File: src/hw/rtl/acde_pkg.sv
// Package for the audio clock drift estimator: beat payload types, sequencer
// states and arithmetic constants. Depends on nothing; used by the top level.
package acde_pkg;

    // Item kinds carried by an input beat.
    localparam logic [1:0] KIND_SENT   = 2'd0;
    localparam logic [1:0] KIND_FORMAT = 2'd1;
    localparam logic [1:0] KIND_QUERY  = 2'd2;

    // Defaults and scale factors.
    localparam logic [19:0] DEFAULT_RATE   = 20'd44100;
    localparam int          NOM_SCALE      = 1000;
    localparam logic [63:0] MIN_ELAPSED_US = 64'd1000000;

    // Constant multipliers walked bit by bit through the shared adder.
    localparam int          MULT_W     = 30;
    localparam logic [MULT_W-1:0] MUL1_CONST = 30'd1000000000;
    localparam logic [MULT_W-1:0] MUL2_CONST = 30'd1000000;

    // Restoring division: one quotient bit per step.
    localparam int DIV_STEPS = 64;
    localparam int CNT_W     = $clog2(DIV_STEPS);

    // Input beat.
    typedef struct packed {
        logic [1:0]  kind;
        logic [15:0] byte_count;
        logic [62:0] now_us;
        logic [19:0] rate_hz;
        logic [5:0]  sample_bits;
        logic        stereo;
    } in_t;

    // Result beat.
    typedef struct packed {
        logic [63:0]        frame_total;
        logic signed [31:0] drift_ppm;
    } out_t;

    // Sequencer states.
    typedef enum logic [3:0] {
        S_IDLE,
        S_UPD,
        S_ELAP,
        S_DF,
        S_MUL1,
        S_NEG1,
        S_DIV1,
        S_FIX1,
        S_SUB,
        S_MUL2,
        S_NEG2,
        S_DIV2,
        S_FIX2,
        S_DONE
    } state_t;

endpackage

File: src/hw/rtl/audio_clock_drift_estimator_unit.sv
// Top level of the audio clock drift estimator. Depends on acde_pkg.
// A drift estimate is computed unless there is no anchor, time went back, or under one
// second has elapsed. A new beat is taken only after the last result beat is loaded; the
// work per beat is set by two 64-step restoring divisions and two shift-and-add
// multiplies on one shared 64-bit adder.
// Synchronous reset (aresetn low) clears frames and anchor, 44100 Hz, 4 bytes per frame.
module audio_clock_drift_estimator_unit (
    input  logic           aclk,
    input  logic           aresetn,
    input  logic           s_valid,
    output logic           s_ready,
    input  acde_pkg::in_t  s_payload,
    output logic           m_valid,
    input  logic           m_ready,
    output acde_pkg::out_t m_payload
);

    // Sequencer and architectural state.
    acde_pkg::state_t state_reg, state_next;
    logic [63:0] frame_count_reg, frame_count_next;
    logic        anchor_valid_reg, anchor_valid_next;
    logic [63:0] anchor_frame_reg, anchor_frame_next;
    logic [62:0] anchor_time_reg, anchor_time_next;
    logic [19:0] nominal_rate_reg, nominal_rate_next;
    logic [3:0]  frame_bytes_reg, frame_bytes_next;

    // Datapath registers.
    acde_pkg::in_t item_reg, item_next;
    logic [29:0] nom_reg, nom_next;
    logic [63:0] den_reg, den_next;
    logic [63:0] mcand_reg, mcand_next;
    logic [63:0] acc_reg, acc_next;
    logic [acde_pkg::MULT_W-1:0] mult_reg, mult_next;
    logic [63:0] rem_reg, rem_next;
    logic [63:0] quo_reg, quo_next;
    logic        neg_reg, neg_next;
    logic [acde_pkg::CNT_W-1:0] cnt_reg, cnt_next;
    logic [31:0] ppm_reg, ppm_next;
    logic        m_valid_reg, m_valid_next;
    acde_pkg::out_t m_payload_reg, m_payload_next;

    // Shared adder/subtractor.
    logic [63:0] alu_a, alu_b;
    logic        alu_sub;
    logic [64:0] alu_sum;
    logic [63:0] trial;
    logic [15:0] frames_sent;

    assign s_ready   = (state_reg == acde_pkg::S_IDLE);
    assign m_valid   = m_valid_reg;
    assign m_payload = m_payload_reg;

    // Frames in the byte count: divide by 2, 4 or 8 as a shift.
    always_comb begin
        unique case (frame_bytes_reg)
            4'd2:    frames_sent = item_reg.byte_count >> 1;
            4'd8:    frames_sent = item_reg.byte_count >> 3;
            default: frames_sent = item_reg.byte_count >> 2;
        endcase
    end

    // Division trial value: remainder shifted left with the next dividend bit.
    assign trial = {rem_reg[62:0], quo_reg[63]};

    // Operand selection for the shared adder.
    always_comb begin
        alu_a   = '0;
        alu_b   = '0;
        alu_sub = 1'b0;
        unique case (state_reg)
            acde_pkg::S_UPD: begin
                alu_a = frame_count_reg;
                alu_b = 64'(frames_sent);
            end
            acde_pkg::S_ELAP: begin
                alu_a   = {1'b0, item_reg.now_us};
                alu_b   = {1'b0, anchor_time_reg};
                alu_sub = 1'b1;
            end
            acde_pkg::S_DF: begin
                alu_a   = frame_count_reg;
                alu_b   = anchor_frame_reg;
                alu_sub = 1'b1;
            end
            acde_pkg::S_MUL1, acde_pkg::S_MUL2: begin
                alu_a = acc_reg;
                alu_b = mcand_reg;
            end
            acde_pkg::S_NEG1, acde_pkg::S_NEG2: begin
                alu_b   = acc_reg;
                alu_sub = 1'b1;
            end
            acde_pkg::S_DIV1, acde_pkg::S_DIV2: begin
                alu_a   = trial;
                alu_b   = den_reg;
                alu_sub = 1'b1;
            end
            acde_pkg::S_FIX1, acde_pkg::S_FIX2: begin
                alu_b   = quo_reg;
                alu_sub = 1'b1;
            end
            acde_pkg::S_SUB: begin
                alu_a   = quo_reg;
                alu_b   = 64'(nom_reg);
                alu_sub = 1'b1;
            end
            default: begin
                alu_sub = 1'b0;
            end
        endcase
    end

    // A set carry out on a subtraction means no borrow.
    assign alu_sum = {1'b0, alu_a} + {1'b0, alu_b ^ {64{alu_sub}}} + 65'(alu_sub);

    // Sequencer: next state and datapath updates.
    always_comb begin
        state_next        = state_reg;
        frame_count_next  = frame_count_reg;
        anchor_valid_next = anchor_valid_reg;
        anchor_frame_next = anchor_frame_reg;
        anchor_time_next  = anchor_time_reg;
        nominal_rate_next = nominal_rate_reg;
        frame_bytes_next  = frame_bytes_reg;
        item_next         = item_reg;
        nom_next          = nom_reg;
        den_next          = den_reg;
        mcand_next        = mcand_reg;
        acc_next          = acc_reg;
        mult_next         = mult_reg;
        rem_next          = rem_reg;
        quo_next          = quo_reg;
        neg_next          = neg_reg;
        cnt_next          = cnt_reg;
        ppm_next          = ppm_reg;
        m_valid_next      = m_valid_reg;
        m_payload_next    = m_payload_reg;

        // The waiting result leaves when the downstream side takes it.
        if (m_valid_reg && m_ready) begin
            m_valid_next = 1'b0;
        end

        unique case (state_reg)
            acde_pkg::S_IDLE: begin
                if (s_valid) begin
                    item_next  = s_payload;
                    state_next = acde_pkg::S_UPD;
                end
            end
            acde_pkg::S_UPD: begin
                unique case (item_reg.kind)
                    acde_pkg::KIND_SENT: begin
                        frame_count_next = alu_sum[63:0];
                        if (!anchor_valid_reg) begin
                            anchor_valid_next = 1'b1;
                            anchor_frame_next = alu_sum[63:0];
                            anchor_time_next  = item_reg.now_us;
                        end
                    end
                    acde_pkg::KIND_FORMAT: begin
                        nominal_rate_next = (item_reg.rate_hz != '0) ? item_reg.rate_hz
                                                                      : acde_pkg::DEFAULT_RATE;
                        frame_bytes_next  = ((item_reg.sample_bits >= 6'd32) ? 4'd4 : 4'd2)
                                            << item_reg.stereo;
                        anchor_valid_next = 1'b1;
                        anchor_frame_next = frame_count_reg;
                        anchor_time_next  = item_reg.now_us;
                    end
                    default: begin
                        // Queries and the unused kind leave the state alone.
                        anchor_valid_next = anchor_valid_reg;
                    end
                endcase
                state_next = acde_pkg::S_ELAP;
            end
            acde_pkg::S_ELAP: begin
                den_next   = alu_sum[63:0];
                nom_next   = 30'(nominal_rate_reg) * 30'(acde_pkg::NOM_SCALE);
                state_next = acde_pkg::S_DF;
            end
            acde_pkg::S_DF: begin
                mcand_next = alu_sum[63:0];
                acc_next   = '0;
                mult_next  = acde_pkg::MUL1_CONST;
                // No estimate without an anchor, with time going back, or too soon.
                if (!anchor_valid_reg || den_reg[63] || den_reg < acde_pkg::MIN_ELAPSED_US) begin
                    ppm_next   = '0;
                    state_next = acde_pkg::S_DONE;
                end else begin
                    state_next = acde_pkg::S_MUL1;
                end
            end
            acde_pkg::S_MUL1, acde_pkg::S_MUL2: begin
                if (mult_reg[0]) begin
                    acc_next = alu_sum[63:0];
                end
                mcand_next = mcand_reg << 1;
                mult_next  = mult_reg >> 1;
                if (mult_reg[acde_pkg::MULT_W-1:1] == '0) begin
                    state_next = (state_reg == acde_pkg::S_MUL1) ? acde_pkg::S_NEG1
                                                                 : acde_pkg::S_NEG2;
                end
            end
            acde_pkg::S_NEG1, acde_pkg::S_NEG2: begin
                neg_next = acc_reg[63];
                quo_next = acc_reg[63] ? alu_sum[63:0] : acc_reg;
                rem_next = '0;
                cnt_next = '0;
                if (state_reg == acde_pkg::S_NEG1) begin
                    state_next = acde_pkg::S_DIV1;
                end else begin
                    den_next   = 64'(nom_reg);
                    state_next = acde_pkg::S_DIV2;
                end
            end
            acde_pkg::S_DIV1, acde_pkg::S_DIV2: begin
                if (alu_sum[64]) begin
                    rem_next = alu_sum[63:0];
                    quo_next = {quo_reg[62:0], 1'b1};
                end else begin
                    rem_next = trial;
                    quo_next = {quo_reg[62:0], 1'b0};
                end
                cnt_next = cnt_reg + 1'b1;
                if (cnt_reg == acde_pkg::CNT_W'(acde_pkg::DIV_STEPS - 1)) begin
                    state_next = (state_reg == acde_pkg::S_DIV1) ? acde_pkg::S_FIX1
                                                                 : acde_pkg::S_FIX2;
                end
            end
            acde_pkg::S_FIX1: begin
                if (neg_reg) begin
                    quo_next = alu_sum[63:0];
                end
                state_next = acde_pkg::S_SUB;
            end
            acde_pkg::S_SUB: begin
                mcand_next = alu_sum[63:0];
                acc_next   = '0;
                mult_next  = acde_pkg::MUL2_CONST;
                state_next = acde_pkg::S_MUL2;
            end
            acde_pkg::S_FIX2: begin
                ppm_next   = neg_reg ? alu_sum[31:0] : quo_reg[31:0];
                state_next = acde_pkg::S_DONE;
            end
            acde_pkg::S_DONE: begin
                // Load the result register once it is free.
                if (!m_valid_reg || m_ready) begin
                    m_valid_next                 = 1'b1;
                    m_payload_next.frame_total   = frame_count_reg;
                    m_payload_next.drift_ppm     = ppm_reg;
                    state_next                   = acde_pkg::S_IDLE;
                end
            end
            default: begin
                state_next = acde_pkg::S_IDLE;
            end
        endcase
    end

    // Control and architectural state, cleared by reset.
    always_ff @(posedge aclk) begin
        if (!aresetn) begin
            state_reg        <= acde_pkg::S_IDLE;
            m_valid_reg      <= 1'b0;
            frame_count_reg  <= '0;
            anchor_valid_reg <= 1'b0;
            anchor_frame_reg <= '0;
            anchor_time_reg  <= '0;
            nominal_rate_reg <= acde_pkg::DEFAULT_RATE;
            frame_bytes_reg  <= 4'd4;
        end else begin
            state_reg        <= state_next;
            m_valid_reg      <= m_valid_next;
            frame_count_reg  <= frame_count_next;
            anchor_valid_reg <= anchor_valid_next;
            anchor_frame_reg <= anchor_frame_next;
            anchor_time_reg  <= anchor_time_next;
            nominal_rate_reg <= nominal_rate_next;
            frame_bytes_reg  <= frame_bytes_next;
        end
    end

    // Datapath registers need no reset.
    always_ff @(posedge aclk) begin
        item_reg      <= item_next;
        nom_reg       <= nom_next;
        den_reg       <= den_next;
        mcand_reg     <= mcand_next;
        acc_reg       <= acc_next;
        mult_reg      <= mult_next;
        rem_reg       <= rem_next;
        quo_reg       <= quo_next;
        neg_reg       <= neg_next;
        cnt_reg       <= cnt_next;
        ppm_reg       <= ppm_next;
        m_payload_reg <= m_payload_next;
    end

    // An accepted beat makes the block busy on the next cycle.
    assert property (@(posedge aclk) disable iff (!aresetn)
        (s_valid && s_ready) |=> !s_ready)
        else $error("input accepted while the block stays ready");

    // The divisor is never zero while dividing.
    assert property (@(posedge aclk) disable iff (!aresetn)
        (state_reg == acde_pkg::S_DIV1 || state_reg == acde_pkg::S_DIV2) |-> (den_reg != '0))
        else $error("division by zero in the shared unit");

    // The partial remainder stays below the divisor.
    assert property (@(posedge aclk) disable iff (!aresetn)
        (state_reg == acde_pkg::S_DIV1 || state_reg == acde_pkg::S_DIV2) |-> (rem_reg < den_reg))
        else $error("division remainder out of range");

    // Bytes per frame is always 2, 4 or 8.
    assert property (@(posedge aclk) disable iff (!aresetn)
        frame_bytes_reg == 4'd2 || frame_bytes_reg == 4'd4 || frame_bytes_reg == 4'd8)
        else $error("bytes per frame out of range");

endmodule
File: config.mk
export PLATFORM = sky130hd
export DESIGN_NAME = audio_clock_drift_estimator_unit
export DESIGN_NICKNAME = d
export VERILOG_FILES = /design/src/hw/rtl/acde_pkg.sv /design/src/hw/rtl/audio_clock_drift_estimator_unit.sv
export SDC_FILE = /design/constraint.sdc
export NUM_CORES = 2
export LEC_CHECK = 0
export CELL_PAD_IN_SITES_DETAIL_PLACEMENT = 0
export CELL_PAD_IN_SITES_GLOBAL_PLACEMENT = 1
export CORE_MARGIN = 8
export CORE_UTILIZATION = 45
export CTS_CLUSTER_DIAMETER = 50
export DETAILED_ROUTE_END_ITERATION = 8
export DONT_BUFFER_PORTS = 1
export GPL_TIMING_DRIVEN = 0
export PLACE_DENSITY_LB_ADDON = 0.1
export SETUP_SLACK_MARGIN = 0.02
export SLEW_MARGIN = 20
export SYNTH_ARGS = -nofsm -noshare
export SYNTH_HDL_FRONTEND = slang
export SYNTH_SLANG_ARGS = --single-unit
File: constraint.sdc
create_clock -name aclk -period 21.5 [get_ports aclk]
set_input_delay 4.3 -clock aclk [delete_from_list [all_inputs] [get_ports aclk]]
set_output_delay 4.3 -clock aclk [all_outputs]
set_load 0.05 [all_outputs]
==> key figures <==
Clock network
  • Clk Latency, worst-skew pair: 0.73 ns
  • Clk root buf: clkbuf_16
  • Clock tree buffer depth: 3
  • CTS Buf Count: 112
  • TritonCTS clock tree: yes
  • Post-CTS Hold Buffers: 0
  • Clock transition at path regs: 0.06 ns
  • Clk sinks: 833
  • Resize count post-CTS: 0
  • H-Tree Level Count: 3
  • Buffer count from post-CTS setup fixing: 0

Floorplanning
  • Initial Utilization: 45.08%
  • Ports: 210
  • Total die area: 104,700 µm²
  • Chip Width: 323.6 µm
  • Die height: 323.6 µm
  • Core Area: 94,450 µm²
  • # rows: 113

Logic synthesis
  • Synth Warn #: 0
  • Mapped Nets: 4,375
  • Avg Inst Size Synth: 10.47 µm²
  • Unique masters post-synth: 80
  • Top_reg_cell synth: edfxtp_1
  • #FFs+latches synth: 833
  • Post-Syn Area: 42,580 µm²
  • FFs w/ async S/R, synth: 0%
  • Post-synth EDFFs: 613
  • Sequential-to-total area share from yosys stat: 53.57%
  • Post-Synthesis Cells: 4,065

Final layout
  • Max reg flops: 102
  • Share of cells above drive strength 1: 7.741%
  • Final nets: 4,513
  • Non-filler cells, final: 5,572
  • Core Util, Final: 51.33%
  • Fill count: 8,821
  • Layout area overhead: 13.86%

Power and ir drop
  • Reg power frac: 34.9%
  • PD cells: 130.9 nW/µm²
  • Pint: 3.832 mW
  • Power Total: 6.348 mW
  • Peak supply drop: 0.1061 mV
  • Sw Ratio: 39.63%
  • P_sw: 2.516 mW
  • Share of total power in combinational logic: 34.9%
  • Clock power frac: 30.2%
  • P_leak: 17.37 nW

Setup path
  • Worst setup EP type: flip-flop
  • Worst path arrival time: 10.61 ns
  • Worst Path Max Fanout: 10
  • Buffer and inverter count on the worst path: 7
  • Critical Path Max Stage Delay: 1.01 ns
  • Worst Path Required: 21.94 ns
  • Critical path class: flip-flop to flip-flop
  • Worst path top cell family by delay: buffers and inverters
  • R2R Setup Slk: 11.33 ns
  • CP max-delay cell: buf_1
  • Setup crit start kind: flip-flop

Detailed routing
  • Total wire length: 200,400 µm
  • Post-route ant nets: 0
  • DRC Markers: 18
  • Via density per instance: 6.647
  • Starting DRT DRC Count: 6,418
  • Via count: 37.04k
  • TritonRoute pass-1 iters: 9
  • Routed length per instance: 35.97 µm

Timing
  • WHS: 0.4127 ns
  • Fmax: 0.09837 GHz
  • Final setup viols: 0
  • Measured slew at the worst slew-check pin: 1.339 ns
  • Final period util: 47.28%
  • Final hold violations: 0
  • Fin Setup TNS: 0 ns
  • RSZ-0062 raised after global routing: no
  • Pins Over Slew Limit: 0
  • Fin crit period: 10.17 ns
  • Final Skew: 0.03911 ns
  • Rel. slew slack: 10.12%

Run status
  • Failing checks: DRC
  • Status: finished, violations left

Global routing
  • Pin count of the biggest net entering global routing: 49
  • First-pass GRT wire length: 275,200 µm
  • GR Overflow Total: 0
  • Vias in the first global route: 35.02k
  • GRT Overall Usage: 37.25%
  • Antenna violations before repair: 5

Placement
  • RD Place Congestion: 0.9928
  • Post-DP HPWL: 144,800 µm
  • Dpl cells: 5,352
  • PortBufs: 0

Hold path
  • Worst min path class: flip-flop to flip-flop

Flow run
  • Max Cap Viol: 0
==> layout make-up <==
cell class	instances	area (µm²)	share of cell area, %
Sequential cell	833	22810	47.06
Multi-Input combinational cell	2861	18410	37.98
Clock buffer	127	2920	6.024
Tap cell	1265	1583	3.265
Buffer	290	1190	2.454
Clock inverter	86	878.3	1.812
Timing Repair Buffer	24	366.6	0.7562
Inverter	81	304.0	0.6272
Antenna cell	5	12.51	0.02581
==> layout by cell type (no fill, tap or decap), types with 14 or more instances in the layout <==
| cell type | n |
|---|---|
| a32o_1 | 49 |
| xor2_1 | 37 |
| a21o_1 | 58 |
| edfxtp_1 | 613 |
| inv_1 | 81 |
| nand4_1 | 18 |
| o21bai_1 | 15 |
| o22ai_1 | 43 |
| clkbuf_16 | 113 |
| nor2b_1 | 26 |
| nand2_1 | 647 |
| xnor2_1 | 78 |
| inv_6 | 26 |
| nor3_1 | 19 |
| dfxtp_1 | 220 |
| a222oi_1 | 136 |
| fa_1 | 71 |
| a211oi_1 | 22 |
| a22oi_1 | 64 |
| clkbuf_2 | 40 |
| mux2i_1 | 79 |
| buf_4 | 14 |
| clkbuf_1 | 215 |
| a21oi_1 | 316 |
| nor4_1 | 26 |
| o211ai_1 | 31 |
| and2_1 | 43 |
| o21a_1 | 17 |
| a311oi_1 | 24 |
| nand2b_1 | 18 |
| ha_1 | 127 |
| and3_1 | 18 |
| a221oi_1 | 37 |
| nor2_1 | 415 |
| mux2_2 | 21 |
| nand3_1 | 92 |
| o21ai_0 | 177 |
| buf_1 | 27 |
==> Yosys cell counts, drive strengths merged, types with 6 or more instances <==
cell / count / area [µm²]
nand4: 18 / 112.6
buf: 45 / 214.0
o211ai: 31 / 232.7
nor2: 416 / 1562
and3: 19 / 118.9
dfxtp: 220 / 4404
a221oi: 37 / 324.1
nand3: 92 / 460.4
a31oi: 11 / 75.07
o31ai: 9 / 81.33
nand4b: 10 / 87.58
clkbuf: 245 / 919.6
a222oi: 136 / 1361
nand2: 650 / 2440
o211a: 9 / 90.09
nor3: 21 / 105.1
o21a: 18 / 135.1
o21ai: 183 / 927.1
xor2: 37 / 324.1
edfxtp: 613 / 18410
inv: 81 / 304.0
a32o: 49 / 490.5
a221o: 6 / 60.06
ha: 127 / 1589
and2: 44 / 275.3
mux2: 21 / 236.5
fa: 71 / 1421
nor2b: 26 / 162.7
a21o: 59 / 442.9
a311oi: 24 / 210.2
o21bai: 15 / 112.6
a211oi: 23 / 177.7
o22ai: 43 / 269.0
a21oi: 316 / 1582
a22oi: 64 / 480.5
xnor2: 79 / 699.4
nand2b: 19 / 118.9
nor4: 26 / 162.7
mux2i: 79 / 790.8
or2: 7 / 43.79
or3: 10 / 62.56
==> metal layers <==
| metal | track usage, % | share of wire [%] | wire (µm) |
|---|---|---|---|
| met1 | 49.96 | 39 | 78600 |
| met2 | 52.61 | 41 | 81600 |
| met3 | 13.07 | 14 | 28200 |
| met4 | 19.95 | 6.0 | 12040 |
| met5 | 0.2314 | 0 | 0 |
==> per-stage QoR <==
stage	instance area (µm²)	worst slack, ns
6_report	48480	11.33
5_1_grt	48470	11.43
4_1_cts	48430	11.74
3_5_place_dp	44640	11.80
3_3_place_gp	44160	5.527
2_1_floorplan	42580	9.988
==> worst reg2reg max path: cells and delay by family, from the launching register on <==
| kind | cells | cell delay (ns) |
|---|---|---|
| AOI/OAI and AO/OA | 9 | 2.83 |
| muxes | 1 | 0.42 |
| buffers and inverters | 7 | 3.26 |
| adders and majority gates | 1 | 0.50 |
| DFF | 1 | 0.33 |
| and+or+nand+nor | 9 | 2.54 |
==> logic make-up (layout without fill, tap and decap cells) <==
group           count (synthesis)  after routing  synth area share, %
simple gates                 1374           1374                13.73
compound gates               1073           1073                17.43
flops                         833            833                53.57
buf+inv                       371            608                3.376
fa+ha+maj                     198            198                7.070
xor+xnor                      116            116                2.404
mux                           100            100                2.413
other cells                     0              5                    0
==> final timing paths <==
path / startpoint / end / cells past startpoint
setup reg to reg: state_reg[0] / rem_reg[46] / 27
setup / recovery: state_reg[0] / rem_reg[46] / 27
hold / removal: ppm_reg[27] / m_payload[27] / 0
hold reg to reg: ppm_reg[27] / m_payload[27] / 0
==> power groups by stage <==
stage | combinational [mW] | clock (mW) | sequential, mW
2_1_floorplan | 1.40 | 0 | 2.14
3_3_place_gp | 2.09 | 0 | 2.25
3_5_place_dp | 2.12 | 0 | 2.23
4_1_cts | 2.14 | 1.92 | 2.20
5_1_grt | 2.35 | 1.99 | 2.22
6_report | 2.22 | 1.92 | 2.21
No activity file was read; power rests on OpenSTA's default activity.
